===== src/rtl/core/gtg_dist.sv =====
// Squared distance compare, one 16-bit digit of the multiplier per cycle.
module gtg_dist (
	input logic clk,
	input logic arst_n,
	input logic start,
	input logic [31:0] adx,
	input logic [31:0] ady,
	input logic [30:0] tol,
	output logic done,
	output logic near_goal
);
	// acc = dx^2 + dy^2 - tol^2, built from six 32x16 partial products
	logic signed [67:0] acc_q;
	logic [2:0] k_q;
	logic busy_q, done_q;
	logic [31:0] a;
	logic [15:0] b;
	logic [47:0] pp;
	logic [67:0] ppw;

	always_comb begin
		case (k_q)
			3'd0: begin a = adx; b = adx[15:0]; end
			3'd1: begin a = adx; b = adx[31:16]; end
			3'd2: begin a = ady; b = ady[15:0]; end
			3'd3: begin a = ady; b = ady[31:16]; end
			3'd4: begin a = {1'b0, tol}; b = tol[15:0]; end
			3'd5: begin a = {1'b0, tol}; b = {1'b0, tol[30:16]}; end
			default: begin a = '0; b = '0; end
		endcase
		pp = a * b;
		ppw = k_q[0] ? {4'd0, pp, 16'd0} : {20'd0, pp};
	end

	assign done = done_q;
	assign near_goal = acc_q <= 0;

	always_ff @(posedge clk or negedge arst_n) begin
		if (!arst_n) begin
			busy_q <= 1'b0;
			done_q <= 1'b0;
			k_q <= '0;
		end else begin
			done_q <= 1'b0;
			if (start) begin
				busy_q <= 1'b1;
				k_q <= '0;
			end else if (busy_q) begin
				k_q <= k_q + 1'b1;
				if (k_q == 3'd5) begin
					busy_q <= 1'b0;
					done_q <= 1'b1;
				end
			end
		end
	end

	always_ff @(posedge clk) begin
		if (start) acc_q <= '0;
		else if (busy_q) acc_q <= k_q[2] ? acc_q - $signed(ppw) : acc_q + $signed(ppw);
	end
endmodule


===== config.mk =====
export PLATFORM = sky130hd
export DESIGN_NAME = gtg_dist
export DESIGN_NICKNAME = d
export VERILOG_FILES = /design/src/rtl/core/gtg_dist.sv
export SDC_FILE = /design/constraint.sdc
export NUM_CORES = 2
export LEC_CHECK = 0
export CAP_MARGIN = 30
export CELL_PAD_IN_SITES_DETAIL_PLACEMENT = 0
export CELL_PAD_IN_SITES_GLOBAL_PLACEMENT = 1
export CORE_AREA = 5 5 203 402
export CTS_BUF_LIST = sky130_fd_sc_hd__clkbuf_2 sky130_fd_sc_hd__clkbuf_4 sky130_fd_sc_hd__clkbuf_8
export CTS_CLUSTER_DIAMETER = 80
export CTS_CLUSTER_SIZE = 25
export DETAILED_ROUTE_END_ITERATION = 8
export DIE_AREA = 0 0 208 407
export DONT_BUFFER_PORTS = 1
export PLACE_DENSITY_LB_ADDON = 0.12
export SLEW_MARGIN = 25
export SYNTH_ARGS = -nofsm -noshare
export SYNTH_HDL_FRONTEND = slang
export SYNTH_SLANG_ARGS = --single-unit

===== constraint.sdc =====
create_clock -name clk -period 23.8 [get_ports clk]
set_clock_uncertainty 0.05 [all_clocks]
set_input_delay 2.38 -clock clk [delete_from_list [all_inputs] [get_ports clk]]
set_output_delay 2.38 -clock clk [all_outputs]
set_load 0.01 [all_outputs]

==> reports/metrics.yaml <==
run_status:
  status: "finished clean"
grt:
  antenna_found_initial: 1
  track_usage_pct: 26.1
  grt_pass1_vias: 27200
  grt_pass1_wl_um: 168000
  grt_max_degree: 73
  grt-ovfl-total: 0
logic_synthesis:
  synth_area_leaders: "fa_1 (31%), ha_1 (8.9%), nand2_1 (6.8%)"
  netlist.area_leader.share_pct: 30.9
  async_reset_ff_share_pct: 6.85
  syn_area_per_cell_um2: 7.79
  synth_cells: 3485
  synth_area_leader_cell: "fa_1"
  ys_warn_count: 0
  yosysUniqueCellTypes: 100
  ys.flop_type: "dfxtp_1"
  synth.net_count: 4195
  synth_seq_cells: 73
  synth_common_cells: "nand2_1 (491), inv_1 (481), fa_1 (419), nor2_1 (375), a21oi_1 (208)"
  syn_area_um2: 27100
  ys_seq_area_share_pct: 5.48
  synth_edf_count: 0
  yosys.cell_count.top_type: "nand2_1"
sta:
  slew_headroom_pct: 29.5
  tightestPinTransition_ns: 1.06
  hold_viol: 0
  setup_viol: 0
  fin_crit_sh_pct: 62.0
  maxSlewViolCount: 0
  period_minus_slack_ns: 14.75
  rsz0062_at_grt: "no"
  tns_ns: 0
  timing.fmax_mhz: 67.8
floorplan:
  fp.dieArea_um2: 84700
  io_pins: 100
  num_rows: 145
  die_h_um: 407
  initial_utilization_pct: 34.8
  die_w_um: 208
  coreArea_um2: 78000
final_layout:
  layout-drive-gt1-share_pct: 4.83
  nets: 4082
  area_growth_pct: 4.80
  fin_cells: 4408
  final_util_pct: 36.5
clock_network:
  cts_setup_buffers: 0
  cts_resized: 0
  cts_buffer_depth: 2
  clk_latency_ns: 0.43
  htree_levels: 3
  cts.sinks: 73
  cts_buffers: 9
  cts_tree: "done"
  cts_root_buffer: "clkbuf_8"
  ctsHoldBuffers: 0
  clk_pin_slew_worst_paths_ns: 0.09
detailed_routing:
  wirelength_um: 112000
  vias: 24900
  wl_met2_um: 60800
  wire_per_inst_um: 25.3
  wl_met1_um: 36100
  vias_per_cell: 5.66
  firstDrtPassIters: 7
  drc: 0
  wl_met3_um: 4160
  antenna_left: 0
  dr.max_layer_used: "met4"
  first_iter_violations: 1562
critical_path:
  startpoint_type: "flip-flop"
  worstSetupPathType: "flip-flop to flip-flop"
  cp.arrival_ns: 15.07
  slowest_delay_ns: 0.92
  cp-end-kind: "flip-flop"
  cpMostUsedCell: "fa_1"
  cp_slowest_cell: "a22o_1"
  crit_fanout: 51
  required_ns: 24.12
placed_design:
  port-buffer-count: 0
  place_congestion: 0.916
  place_inst: 4390
  dp_hpwl_um: 93300
job:
  drv_cap: 0
min_path:
  hold_path_class: "flip-flop to flip-flop"
## kinds of logic after synthesis
| logic type | after synthesis | synth area share [%] |
|---|---|---|
| AO/OA/AOI/OAI | 711 | 17.7 |
| XOR/XNOR | 153 | 4.94 |
| adder cells (fa/ha/maj) | 612 | 39.8 |
| buffers and inverters | 673 | 9.54 |
| flip-flops | 73 | 5.48 |
| multiplexers | 83 | 3.16 |
| AND/OR/NAND/NOR | 1180 | 19.4 |
## worst max-delay path: cells and delay by family (launching register included)
| kind | cells | cell delay (ns) |
|---|---|---|
| AO/OA/AOI/OAI | 13 | 4.85 |
| XOR/XNOR | 2 | 0.49 |
| adder cells (fa/ha/maj) | 9 | 4.67 |
| buffers and inverters | 5 | 0.74 |
| flip-flops | 1 | 0.71 |
| multiplexers | 1 | 0.30 |
| AND/OR/NAND/NOR | 11 | 2.82 |
## final timing paths
kind                            from   endpoint  slack [ns]  cells after the start
setup reg to reg              k_q[0]  acc_q[67]        9.05                     41
setup / recovery              k_q[0]  acc_q[67]        9.05                     41
hold / removal             acc_q[13]  acc_q[13]        0.44                      2
hold reg to reg            acc_q[13]  acc_q[13]        0.44                      2
min in group asynchronous     arst_n     k_q[2]        1.59                      0
max in group asynchronous     arst_n     k_q[0]       22.04                      0
## per-layer routing
layer / up-vias / global-route usage (%)
li1: 11300 / -
met1: 12500 / 24.6
met2: 837 / 51.2
met3: 335 / 2.31
met4: 0 / 20.0
met5: - / 0
## sequential cells by signal (all words and copies together), names as in the netlist
| name | cells |
|---|---|
| acc_q | 68 |
| done | 1 |
| k_q | 3 |
| busy_q | 1 |
## area by class of cell
class / instances / area [um^2]
fillers: 8341 / 49600
multi-input cells: 2739 / 23100
inverters: 482 / 1810
flip-flops and latches: 73 / 1500
well taps: 1029 / 1290
repair buffers: 67 / 515
clock buffers: 11 / 151
clock inverters: 5 / 77.6
diodes: 2 / 5.00
## cells in the final DEF (no fill, tap or decap), drive strengths merged, types with 67 or more instances in the layout
| cell type | Yosys | layout |
|---|---|---|
| a21o | 72 | 72 |
| a21oi | 212 | 212 |
| buf | 42 | 67 |
| dfxtp | 68 | 68 |
| fa | 419 | 419 |
| ha | 193 | 193 |
| inv | 482 | 482 |
| nand2 | 491 | 491 |
| nor2 | 375 | 375 |
| o21ai | 115 | 115 |
| xnor2 | 88 | 88 |
## metrics by stage
stage / setup slack (ns) / instance area, um^2 / hold WS, ns
after floorplan: 11.20 / 27100 / 0.404
after global placement: 8.37 / 28100 / 0.420
after detailed placement: 8.91 / 28200 / 0.428
after CTS: 9.16 / 28400 / 0.438
after global routing: 8.44 / 28400 / 0.452
final: 9.05 / 28400 / 0.439
Power is left out: the tool's default activity adds up to more than one toggle a clock period on the data nets, which glitch-free logic cannot reach.
